File: config.mk
export PLATFORM = sky130hd
export DESIGN_NAME = strike_pulse_with_rate_lockout
export DESIGN_NICKNAME = d
export VERILOG_FILES = /design/src/rtl/core/spr_pkg.sv /design/src/rtl/core/spr_cell.sv /design/src/rtl/core/strike_pulse_with_rate_lockout.sv
export SDC_FILE = /design/constraint.sdc
export NUM_CORES = 2
export LEC_CHECK = 0
export ABC_AREA = 1
export BUFFER_PORTS_ARGS = -buffer_cell sky130_fd_sc_hd__buf_2
export CAP_MARGIN = 10
export CORE_MARGIN = 2
export CORE_UTILIZATION = 40
export CTS_CLUSTER_DIAMETER = 30
export CTS_CLUSTER_SIZE = 8
export DETAILED_ROUTE_END_ITERATION = 7
export SLEW_MARGIN = 20
export SYNTH_ARGS = -nofsm -noshare
export SYNTH_HDL_FRONTEND = slang
export SYNTH_HIERARCHICAL = 1
export SYNTH_SLANG_ARGS = --single-unit
export TNS_END_PERCENT = 1
File: constraint.sdc
create_clock -name clk -period 5.6 [get_ports clk]
set_input_delay 1.12 -clock clk [delete_from_list [all_inputs] [get_ports clk]]
set_output_delay 1.12 -clock clk [all_outputs]
set_load 0.01 [all_outputs]
File: src/rtl/core/spr_pkg.sv
// Shared types, codes and a helper function for the strike pulse controller.
package spr_pkg;

  localparam int STAMP_DEPTH = 16;
  localparam int TIME_W  = 32;
  localparam int WIN_W   = 24;
  localparam int PLEN_W  = 16;
  localparam int LIMIT_W = 4;
  localparam int WCNT_W  = $clog2(STAMP_DEPTH + 1);
  localparam int DATA_W  = 32;
  localparam int ADDR_W  = 5;
  localparam int RIDX_W  = 3;

  // Operation codes carried by an input beat.
  localparam logic [1:0] FN_TICK = 2'd0;
  localparam logic [1:0] FN_REQ  = 2'd1;
  localparam logic [1:0] FN_ON   = 2'd2;
  localparam logic [1:0] FN_OFF  = 2'd3;

  // Reason codes.
  localparam logic [1:0] RS_OK       = 2'd0;
  localparam logic [1:0] RS_DISABLED = 2'd1;
  localparam logic [1:0] RS_LOCKED   = 2'd2;
  localparam logic [1:0] RS_LOCK_NEW = 2'd3;

  // Pin modes.
  localparam logic [1:0] PM_FLOAT    = 2'd0;
  localparam logic [1:0] PM_PULLUP   = 2'd1;
  localparam logic [1:0] PM_PULLDOWN = 2'd2;
  localparam logic [1:0] PM_OUTPUT   = 2'd3;

  // Idle modes.
  localparam logic [2:0] IM_PULLUP   = 3'd0;
  localparam logic [2:0] IM_PULLDOWN = 3'd1;
  localparam logic [2:0] IM_FLOAT    = 3'd2;
  localparam logic [2:0] IM_HIGH     = 3'd3;
  localparam logic [2:0] IM_LOW      = 3'd4;

  // Register indexes.
  localparam logic [RIDX_W-1:0] REG_ENABLE      = 3'd0;
  localparam logic [RIDX_W-1:0] REG_ACTIVE_HIGH = 3'd1;
  localparam logic [RIDX_W-1:0] REG_IDLE_MODE   = 3'd2;
  localparam logic [RIDX_W-1:0] REG_PULSE_LEN   = 3'd3;
  localparam logic [RIDX_W-1:0] REG_MAX_PULSE   = 3'd4;
  localparam logic [RIDX_W-1:0] REG_ACT_LIMIT   = 3'd5;
  localparam logic [RIDX_W-1:0] REG_LOCKOUT_LEN = 3'd6;
  localparam logic [RIDX_W-1:0] REG_WINDOW_LEN  = 3'd7;

  typedef struct packed {
    logic [1:0]        func;
    logic [TIME_W-1:0] now_ms;
  } in_item_t;

  typedef struct packed {
    logic              accepted;
    logic [1:0]        reason_code;
    logic [1:0]        pin_mode;
    logic              pin_level;
    logic              pulse_active;
    logic              logical_on;
    logic              lock_active;
    logic [TIME_W-1:0] pulse_remaining_ms;
    logic [TIME_W-1:0] lockout_remaining_ms;
    logic [WCNT_W-1:0] window_count;
  } out_item_t;

  typedef struct packed {
    logic [1:0] mode;
    logic       level;
  } pin_t;

  // Control for the row of stamp cells.
  typedef struct packed {
    logic clear;
    logic prune;
    logic push;
  } cell_ctl_t;

  // Returns the pin after moving to the idle mode; a disabled block leaves it alone.
  function automatic pin_t go_idle(input logic en, input logic [2:0] idle, input pin_t cur);
    pin_t p;
    p = cur;
    if (en) begin
      unique case (idle)
        IM_PULLUP:   p.mode = PM_PULLUP;
        IM_PULLDOWN: p.mode = PM_PULLDOWN;
        IM_FLOAT:    p.mode = PM_FLOAT;
        IM_HIGH: begin
          p.mode  = PM_OUTPUT;
          p.level = 1'b1;
        end
        default: begin
          p.mode  = PM_OUTPUT;
          p.level = 1'b0;
        end
      endcase
    end
    return p;
  endfunction

endpackage

File: src/rtl/core/spr_cell.sv
// One activation stamp cell of the window chain.
module spr_cell (
  input  logic                       clk,
  input  logic                       rst_n,
  input  spr_pkg::cell_ctl_t         ctl,
  input  logic [spr_pkg::TIME_W-1:0] now,
  input  logic [spr_pkg::WIN_W-1:0]  window,
  input  logic [spr_pkg::TIME_W-1:0] prev_stamp,
  input  logic                       prev_valid,
  input  logic                       hole_in,
  output logic [spr_pkg::TIME_W-1:0] stamp,
  output logic                       valid,
  output logic                       hole_out
);
  import spr_pkg::*;

  logic [TIME_W-1:0] stamp_r;
  logic              valid_r;
  logic [TIME_W-1:0] age;
  logic              keep;
  logic              take;

  assign age  = now - stamp_r;
  assign keep = age <= TIME_W'(window);
  // A push moves every cell up to and including the first empty one.
  assign take = ctl.push && !hole_in;

  always_ff @(posedge clk) begin
    if (!rst_n) begin
      valid_r <= 1'b0;
    end else if (ctl.clear) begin
      valid_r <= 1'b0;
    end else if (take) begin
      valid_r <= prev_valid;
    end else if (ctl.prune) begin
      valid_r <= valid_r && keep;
    end
  end

  always_ff @(posedge clk) begin
    if (take) begin
      stamp_r <= prev_stamp;
    end
  end

  assign stamp    = stamp_r;
  assign valid    = valid_r;
  assign hole_out = hole_in || !valid_r;

endmodule

File: src/rtl/core/strike_pulse_with_rate_lockout.sv
// Top level of the strike pulse controller with sliding-window rate lockout.
//
// A command beat (tick, pulse request, manual on, manual off, with the current
// millisecond time) is taken when start is high and busy is low, and exactly
// one result beat follows on out_item, marked by out_valid for a single cycle;
// the receiver cannot stall it, so it must sample every strobe. Each command
// then passes a prune state, in which every stamp cell compares its age against
// the window in parallel, a count state that counts surviving stamps from the
// cell valid flags, and a finish state that decides, pushes the new stamp into
// the cell row and registers the result. busy drops while the result is
// presented, so a new command may be given in the same cycle that out_valid
// is high. The stamp cells hold only valid flags under reset; no clearing pass
// is needed. Registers are to be written through the APB-style port only while
// no command is in flight; the block does not enforce it. Any write clears the
// stamps, flags and deadlines and moves the pin to idle mode (float if disabled).
module strike_pulse_with_rate_lockout (
  input  logic                       clk,
  input  logic                       rst_n,
  input  logic                       start,
  output logic                       busy,
  input  spr_pkg::in_item_t          in_item,
  output logic                       out_valid,
  output spr_pkg::out_item_t         out_item,
  input  logic                       psel,
  input  logic                       penable,
  input  logic                       pwrite,
  input  logic [spr_pkg::ADDR_W-1:0] paddr,
  input  logic [spr_pkg::DATA_W-1:0] pwdata,
  output logic [spr_pkg::DATA_W-1:0] prdata,
  output logic                       pready
);
  import spr_pkg::*;

  localparam int CNT_W = $clog2(STAMP_DEPTH + 1);
  localparam int CMP_W = (CNT_W > LIMIT_W) ? CNT_W : LIMIT_W;

  typedef enum logic [3:0] {
    ST_IDLE   = 4'b0001,
    ST_PRUNE  = 4'b0010,
    ST_COUNT  = 4'b0100,
    ST_FINISH = 4'b1000
  } state_t;

  state_t state_r, state_nxt;

  // Configuration registers.
  logic               enable_r;
  logic               active_high_r;
  logic [2:0]         idle_mode_r;
  logic [PLEN_W-1:0]  pulse_len_r;
  logic [PLEN_W-1:0]  max_pulse_r;
  logic [LIMIT_W-1:0] limit_r;
  logic [WIN_W-1:0]   lockout_len_r;
  logic [WIN_W-1:0]   window_len_r;

  // Controller state.
  logic              active_r, active_nxt;
  logic              logical_r, logical_nxt;
  logic [TIME_W-1:0] pulse_dl_r, pulse_dl_nxt;
  logic [TIME_W-1:0] lock_dl_r, lock_dl_nxt;
  pin_t              pin_r, pin_nxt;
  logic [CNT_W-1:0]  cnt_r, cnt_nxt;

  // The command being worked on.
  logic [1:0]        func_r;
  logic [TIME_W-1:0] now_r;

  logic              out_valid_r;
  out_item_t         out_item_r, out_item_nxt;

  logic              cfg_wr;
  logic [RIDX_W-1:0] cfg_idx;
  logic              en_new;
  logic [2:0]        idle_new;

  logic              lock_pre;
  logic              prune_req;
  logic              do_push;
  cell_ctl_t         ctl;

  logic [TIME_W-1:0] stamp_q [STAMP_DEPTH];
  logic              valid_q [STAMP_DEPTH];
  logic              hole_q  [STAMP_DEPTH+1];

  assign cfg_wr  = psel && penable && pwrite && pready;
  assign cfg_idx = paddr[ADDR_W-1:2];
  assign pready  = 1'b1;
  assign busy    = (state_r != ST_IDLE);

  // Register values as they stand after this cycle's write, for the idle move.
  assign en_new   = (cfg_wr && cfg_idx == REG_ENABLE) ? pwdata[0] : enable_r;
  assign idle_new = (cfg_wr && cfg_idx == REG_IDLE_MODE) ? pwdata[2:0] : idle_mode_r;

  always_ff @(posedge clk) begin
    if (!rst_n) begin
      enable_r      <= 1'b0;
      active_high_r <= 1'b1;
      idle_mode_r   <= IM_FLOAT;
      pulse_len_r   <= PLEN_W'(500);
      max_pulse_r   <= PLEN_W'(5000);
      limit_r       <= '0;
      lockout_len_r <= WIN_W'(60000);
      window_len_r  <= WIN_W'(10000);
    end else if (cfg_wr) begin
      unique case (cfg_idx)
        REG_ENABLE:      enable_r      <= pwdata[0];
        REG_ACTIVE_HIGH: active_high_r <= pwdata[0];
        REG_IDLE_MODE:   idle_mode_r   <= pwdata[2:0];
        REG_PULSE_LEN:   pulse_len_r   <= pwdata[PLEN_W-1:0];
        REG_MAX_PULSE:   max_pulse_r   <= pwdata[PLEN_W-1:0];
        REG_ACT_LIMIT:   limit_r       <= pwdata[LIMIT_W-1:0];
        REG_LOCKOUT_LEN: lockout_len_r <= pwdata[WIN_W-1:0];
        REG_WINDOW_LEN:  window_len_r  <= pwdata[WIN_W-1:0];
        default:         enable_r      <= enable_r;
      endcase
    end
  end

  always_comb begin
    unique case (cfg_idx)
      REG_ENABLE:      prdata = DATA_W'(enable_r);
      REG_ACTIVE_HIGH: prdata = DATA_W'(active_high_r);
      REG_IDLE_MODE:   prdata = DATA_W'(idle_mode_r);
      REG_PULSE_LEN:   prdata = DATA_W'(pulse_len_r);
      REG_MAX_PULSE:   prdata = DATA_W'(max_pulse_r);
      REG_ACT_LIMIT:   prdata = DATA_W'(limit_r);
      REG_LOCKOUT_LEN: prdata = DATA_W'(lockout_len_r);
      REG_WINDOW_LEN:  prdata = DATA_W'(window_len_r);
      default:         prdata = '0;
    endcase
  end

  // Sequencer: accept, prune, count, finish.
  always_comb begin
    state_nxt = state_r;
    unique case (state_r)
      ST_IDLE:   if (start) state_nxt = ST_PRUNE;
      ST_PRUNE:  state_nxt = ST_COUNT;
      ST_COUNT:  state_nxt = ST_FINISH;
      ST_FINISH: state_nxt = ST_IDLE;
      default:   state_nxt = ST_IDLE;
    endcase
  end

  always_ff @(posedge clk) begin
    if (!rst_n) begin
      state_r <= ST_IDLE;
    end else begin
      state_r <= state_nxt;
    end
  end

  always_ff @(posedge clk) begin
    if (state_r == ST_IDLE && start) begin
      func_r <= in_item.func;
      now_r  <= in_item.now_ms;
    end
  end

  // Lockout is a plain unsigned compare against the wrapping deadline.
  assign lock_pre = lock_dl_r > now_r;

  // Ticks always prune; pulse requests and manual on prune only past the gates.
  assign prune_req = (func_r == FN_TICK) ||
                     (enable_r && (func_r == FN_REQ || func_r == FN_ON) && !lock_pre);

  assign ctl.clear = cfg_wr;
  assign ctl.prune = (state_r == ST_PRUNE) && prune_req;
  assign ctl.push  = (state_r == ST_FINISH) && do_push;

  // The cell row: cell 0 holds the newest stamp and the last cell the oldest.
  assign hole_q[0] = 1'b0;

  for (genvar i = 0; i < STAMP_DEPTH; i++) begin : g_cell
    logic [TIME_W-1:0] prev_stamp;
    logic              prev_valid;
    if (i == 0) begin : g_head
      assign prev_stamp = now_r;
      assign prev_valid = 1'b1;
    end else begin : g_link
      assign prev_stamp = stamp_q[i-1];
      assign prev_valid = valid_q[i-1];
    end
    spr_cell u_cell (
      .clk        (clk),
      .rst_n      (rst_n),
      .ctl        (ctl),
      .now        (now_r),
      .window     (window_len_r),
      .prev_stamp (prev_stamp),
      .prev_valid (prev_valid),
      .hole_in    (hole_q[i]),
      .stamp      (stamp_q[i]),
      .valid      (valid_q[i]),
      .hole_out   (hole_q[i+1])
    );
  end

  // Number of stamps held, taken from the cell flags after the prune cycle.
  always_comb begin
    cnt_nxt = '0;
    for (int i = 0; i < STAMP_DEPTH; i++) begin
      cnt_nxt = cnt_nxt + CNT_W'(valid_q[i]);
    end
  end

  always_ff @(posedge clk) begin
    if (!rst_n) begin
      cnt_r <= '0;
    end else if (state_r == ST_COUNT) begin
      cnt_r <= cnt_nxt;
    end
  end

  // Decision for the command in the finish cycle, and the clear on a write.
  always_comb begin
    logic [CNT_W-1:0]  new_cnt;
    logic [CNT_W-1:0]  cnt_fin;
    logic [PLEN_W-1:0] plen;
    logic              over;
    logic              accepted;
    logic [1:0]        reason;
    logic              level;
    logic              locked_post;

    active_nxt   = active_r;
    logical_nxt  = logical_r;
    pulse_dl_nxt = pulse_dl_r;
    lock_dl_nxt  = lock_dl_r;
    pin_nxt      = pin_r;
    do_push      = 1'b0;
    accepted     = 1'b1;
    reason       = RS_OK;
    cnt_fin      = cnt_r;

    // A full row drops its oldest stamp, so the count saturates at the depth.
    new_cnt = (cnt_r == CNT_W'(STAMP_DEPTH)) ? cnt_r : cnt_r + CNT_W'(1);
    over    = (limit_r != '0) && (CMP_W'(new_cnt) > CMP_W'(limit_r));
    plen    = (pulse_len_r < max_pulse_r) ? pulse_len_r : max_pulse_r;

    // Manual on uses the active level as is; a pulse request against a
    // driven idle level uses the opposite of that level.
    level = active_high_r;
    if (func_r == FN_REQ && idle_mode_r == IM_HIGH) begin
      level = 1'b0;
    end else if (func_r == FN_REQ && idle_mode_r == IM_LOW) begin
      level = 1'b1;
    end

    if (cfg_wr) begin
      active_nxt   = 1'b0;
      logical_nxt  = 1'b0;
      pulse_dl_nxt = '0;
      lock_dl_nxt  = '0;
      if (en_new) begin
        pin_nxt = go_idle(en_new, idle_new, pin_r);
      end else begin
        pin_nxt.mode = PM_FLOAT;
      end
    end else if (state_r == ST_FINISH) begin
      priority if (func_r == FN_TICK) begin
        if (active_r && now_r > pulse_dl_r) begin
          active_nxt  = 1'b0;
          logical_nxt = 1'b0;
          pin_nxt     = go_idle(enable_r, idle_mode_r, pin_r);
        end
      end else if (!enable_r) begin
        accepted = 1'b0;
        reason   = RS_DISABLED;
      end else if (func_r == FN_OFF) begin
        active_nxt  = 1'b0;
        logical_nxt = 1'b0;
        pin_nxt     = go_idle(enable_r, idle_mode_r, pin_r);
      end else if (lock_pre) begin
        accepted = 1'b0;
        reason   = RS_LOCKED;
      end else begin
        do_push = 1'b1;
        cnt_fin = new_cnt;
        if (over) begin
          // The pulse flags and deadline stay as they were.
          lock_dl_nxt = now_r + TIME_W'(lockout_len_r);
          pin_nxt     = go_idle(enable_r, idle_mode_r, pin_r);
          accepted    = 1'b0;
          reason      = RS_LOCK_NEW;
        end else begin
          pin_nxt.mode  = PM_OUTPUT;
          pin_nxt.level = level;
          active_nxt    = 1'b1;
          logical_nxt   = 1'b1;
          pulse_dl_nxt  = now_r + TIME_W'(plen);
        end
      end
    end

    locked_post = lock_dl_nxt > now_r;

    out_item_nxt.accepted             = accepted;
    out_item_nxt.reason_code          = reason;
    out_item_nxt.pin_mode             = pin_nxt.mode;
    out_item_nxt.pin_level            = pin_nxt.level;
    out_item_nxt.pulse_active         = active_nxt;
    out_item_nxt.logical_on           = logical_nxt;
    out_item_nxt.lock_active          = locked_post;
    out_item_nxt.pulse_remaining_ms   = active_nxt ? pulse_dl_nxt - now_r : '0;
    out_item_nxt.lockout_remaining_ms = locked_post ? lock_dl_nxt - now_r : '0;
    out_item_nxt.window_count         = WCNT_W'(cnt_fin);
  end

  always_ff @(posedge clk) begin
    if (!rst_n) begin
      active_r    <= 1'b0;
      logical_r   <= 1'b0;
      pulse_dl_r  <= '0;
      lock_dl_r   <= '0;
      pin_r       <= '{mode: PM_FLOAT, level: 1'b0};
      out_valid_r <= 1'b0;
    end else begin
      active_r    <= active_nxt;
      logical_r   <= logical_nxt;
      pulse_dl_r  <= pulse_dl_nxt;
      lock_dl_r   <= lock_dl_nxt;
      pin_r       <= pin_nxt;
      out_valid_r <= (state_r == ST_FINISH);
    end
  end

  always_ff @(posedge clk) begin
    if (state_r == ST_FINISH) begin
      out_item_r <= out_item_nxt;
    end
  end

  assign out_valid = out_valid_r;
  assign out_item  = out_item_r;

  // A result beat is shown only once the sequencer is back to idle.
  a_result_when_idle: assert property (@(posedge clk) disable iff (!rst_n)
    out_valid |-> (state_r == ST_IDLE))
    else $error("result beat while a command is still in flight");

  // An accepted command starts the prune cycle next.
  a_start_to_prune: assert property (@(posedge clk) disable iff (!rst_n)
    (start && !busy) |=> (state_r == ST_PRUNE))
    else $error("accepted command did not enter the prune cycle");

  // The stamp count never exceeds the number of cells.
  a_count_bound: assert property (@(posedge clk) disable iff (!rst_n)
    cnt_r <= CNT_W'(STAMP_DEPTH))
    else $error("stamp count above depth");

  // A refused command is never reported as accepted.
  a_refused: assert property (@(posedge clk) disable iff (!rst_n)
    (out_valid && out_item.reason_code != RS_OK) |-> !out_item.accepted)
    else $error("refused command reported as accepted");

  // The cell row is only pushed in the finish cycle.
  a_push_finish: assert property (@(posedge clk) disable iff (!rst_n)
    ctl.push |-> (state_r == ST_FINISH) && !ctl.prune)
    else $error("stamp push outside the finish cycle");

endmodule
==> flow_summary_export.csv <==
group,metric,value,unit
die,placement_rows,166,
pwr,power_per_cell_area,258.9,nW/um2
drt,drt-wirelength-per-cell,20.13,um
pwr,ir_worst_vdd,0.3566,mV
layout,post_route_cells_drive_above_1_share,9.874,%
die,ioPinCount,190,
synth,synth_area,82490,um2
pwr,power.share.clock,52.6,%
placement,finalWeightedCongestion,0.9925,
placement,port_buffers,170,
min_path,hold_path.startpoint,"g_cell[1].u_cell/stamp[27]",
clock_network,cts.sink_count,808,
worst_setup_path,setup.worst_path.start,"max_pulse_r[1]",
pwr,share_seq_of_total_power,26.1,%
global_route,number_of_antenna_violations_at_the_first_check_in_global_routing,23,
flow_run,max-cap-violations,0,
drt,dr_total_vias,79265,
drt,route.detailed.vias_per_inst,5.091,
worst_setup_path,critical_path.max_stage_delay,320,ps
run_status,status,"finished, final reports clean",
worst_setup_path,critical_path.endpoint_type,"register",
sta,final-setup-viol-count,0,
global_route,overflow,0,
global_route,first_pass_grt_wire_length,459000,um
synth,gate_count_post_synth,12110,
die,die_height,458.1,um
sta,final_setup_skew,61.63,ps
clock_network,cts.path.max_buffers,3,
worst_setup_path,cp.required,6200,ps
pwr,p_int,17.26,mW
pwr,p_sw,7.745,mW
sta,period_needed,5448,ps
sta,grt_setup_unrepaired,"true",
worst_setup_path,register_to_register_setup_slack,150,ps
min_path,worstHoldPathType,"register to register",
global_route,grt_max_degree,73,
worst_setup_path,max_fo_critical_path,5,
pwr,comb_power_share,21.3,%
layout,areaGrowthSynthToFinish,17.10,%
worst_setup_path,path_common_cell,"sky130_fd_sc_hd__nand2_1",
sta,timing.max_slew.rel_slack,16.42,%
clock_network,h-tree-depth,4,
layout,final_net_count,13865,
sta,post-route-period-util,97.29,%
sta,fmax,183.5,MHz
worst_setup_path,timing.critical_path.arrival,6050,ps
pwr,power.total,25.01,mW
layout,filler_cell_count,21225,
clock_network,cts.hold.buffers_added,0,
layout,fin_util,47.16,%
drt,drt_iter0_drc,6773,
drt,wirelength,313400,um
worst_setup_path,start_kind,"register",
sta,number_of_endpoints_with_negative_hold_slack_in_the_final_report,0,
clock_network,clk_root_buffer_cell,"sky130_fd_sc_hd__clkbuf_16",
min_path,hold_depth,0,
drt,drt_drc_violations_left,0,
die,start_util,40.28,%
clock_network,cts_made_buffers,216,
die,area_of_the_die,209900,um2
die,die_width,458.1,um
clock_network,clock_latency,860,ps
sta,worst-slew-pin-transition,1254,ps
worst_setup_path,r2r-start,"max_pulse_r[1]",
clock_network,worst_setup_hold_path_clk_slew,50,ps
sta,timing_max_transition_violations_final,0,
synth,yosys_warnings,6,
synth,post_synth.cell_area_avg,6.811,um2
clock_network,tritoncts_clock_tree,"built",
die,core_area,204800,um2
worst_setup_path,timing_worst_setup_path_type,"register to register",
pwr,power.share.switching,30.97,%
worst_setup_path,critical_path_cell_count,35,
placement,post-dp-hpwl,241800,um
pwr,leakagePower,49.03,nW
worst_setup_path,crit_path_top_delay_cell,"sky130_fd_sc_hd__dfxtp_1",
global_route,number_of_global_route_vias_before_repair,73564,
drt,detail-route-antenna-nets,0,
worst_setup_path,cp.buffers_inverters,7,
worst_setup_path,critical_path.top_delay_family,"compound AO/OA/AOI/OAI gates",
worst_setup_path,ff2ff_path_depth,35,
drt,first_pass_iters,7,
global_route,track_usage,29.22,%
-- sequential cells by signal (all words and copies together) (netlist names) --
register / cells
active_high_r: 1
active_r: 1
cnt_r: 5
enable_r: 1
func_r: 2
g_cell.prev_stamp: 32
g_cell.u_cell/stamp: 512
g_cell.u_cell/valid: 16
idle_mode_r: 3
limit_r: 4
lock_dl_r: 32
lockout_len_r: 24
logical_r: 1
max_pulse_r: 16
out_item: 78
out_valid: 1
pin_r: 3
pulse_dl_r: 32
pulse_len_r: 16
state_r: 4
window_len_r: 24
-- cell usage in the layout, fill, tap and decap left out, types with 23 or more instances in the layout --
master	n
sky130_fd_sc_hd__nand3_1	442
sky130_fd_sc_hd__ha_1	1075
sky130_fd_sc_hd__inv_1	2471
sky130_fd_sc_hd__nand2_1	3440
sky130_fd_sc_hd__nor3_1	96
sky130_fd_sc_hd__a21oi_1	829
sky130_fd_sc_hd__o21a_1	31
sky130_fd_sc_hd__o21ai_1	36
sky130_fd_sc_hd__fa_1	29
sky130_fd_sc_hd__or2_2	24
sky130_fd_sc_hd__o21ai_0	318
sky130_fd_sc_hd__buf_4	249
sky130_fd_sc_hd__nor2_2	106
sky130_fd_sc_hd__a31oi_1	139
sky130_fd_sc_hd__buf_2	169
sky130_fd_sc_hd__dfxtp_1	160
sky130_fd_sc_hd__xor2_1	295
sky130_fd_sc_hd__edfxtp_1	624
sky130_fd_sc_hd__clkinv_2	34
sky130_fd_sc_hd__nand3_2	29
sky130_fd_sc_hd__nor2_1	1036
sky130_fd_sc_hd__clkinv_4	23
sky130_fd_sc_hd__nand3b_1	35
sky130_fd_sc_hd__inv_2	25
sky130_fd_sc_hd__clkbuf_16	221
sky130_fd_sc_hd__xnor2_1	146
sky130_fd_sc_hd__nor4_1	28
sky130_fd_sc_hd__o21bai_1	81
sky130_fd_sc_hd__nand2_2	104
sky130_fd_sc_hd__bufinv_16	38
sky130_fd_sc_hd__nand4_1	86
sky130_fd_sc_hd__a21oi_2	65
sky130_fd_sc_hd__clkinvlp_4	46
-- per-layer routing --
metal,wire [um],track usage [%]
met4,21490,17.09
met2,137700,46.79
met1,132800,37.50
met5,44,0
met3,21410,4.094
-- path summary, 6_finish.rpt --
path                                      to
setup reg to reg                out_item[67]
setup / recovery                out_item[67]
hold reg to reg   g_cell[2].u_cell/stamp[27]
hold / removal    g_cell[2].u_cell/stamp[27]
-- worst register-to-register path, delay by kind of cell, from the launching register on --
| kind | cells | cell delay, ps |
|---|---|---|
| AOI/OAI and AO/OA | 14 | 2100 |
| adders and majority gates | 3 | 910 |
| xor gates and xnor gates | 1 | 200 |
| buffers and inverters | 7 | 690 |
| DFF | 1 | 320 |
| and+or+nand+nor | 10 | 980 |
-- power groups by stage --
stage	clock, mW	sequential (mW)	combinational (mW)
6_report	13.2	6.53	5.32
2_1_floorplan	0	6.65	3.56
5_1_grt	13.6	6.52	5.97
3_5_place_dp	0	6.63	5.20
3_3_place_gp	0	6.63	5.19
4_1_cts	13.3	6.52	5.23
-- cell type report --
type	count	area, um2	area share [%]
Multi-Input combinational cell	8732	50670	52.46
Timing Repair Buffer	424	2845	2.946
Tap cell	2688	3363	3.482
Sequential cell	808	22460	23.25
Clock inverter	169	2197	2.275
Clock buffer	241	5643	5.842
Inverter	2498	9387	9.718
Antenna cell	11	27.53	0.02850
-- repair_timing --
action                     CTS  global route
gates resized for setup      1            81
setup buffers                0             1
gates cloned                 0             2
setup endpoints to repair    1            53
pin swaps                    0            23
-- stage by stage --
stage	instances	worst slack (ps)	hold WS [ps]	setup TNS (ps)	cell area, um2
floorplan	12119	614.8	426.4	0	82520
global placement	15147	-20.72	428.9	-20.72	88350
detailed placement	15147	31.63	435.2	0	88360
CTS	15557	28.10	403.8	0	96200
global route	15564	-122.5	415.9	-856.1	96570
finish	15571	151.9	436.0	0	96590
(Power assumes the default switching activity.)
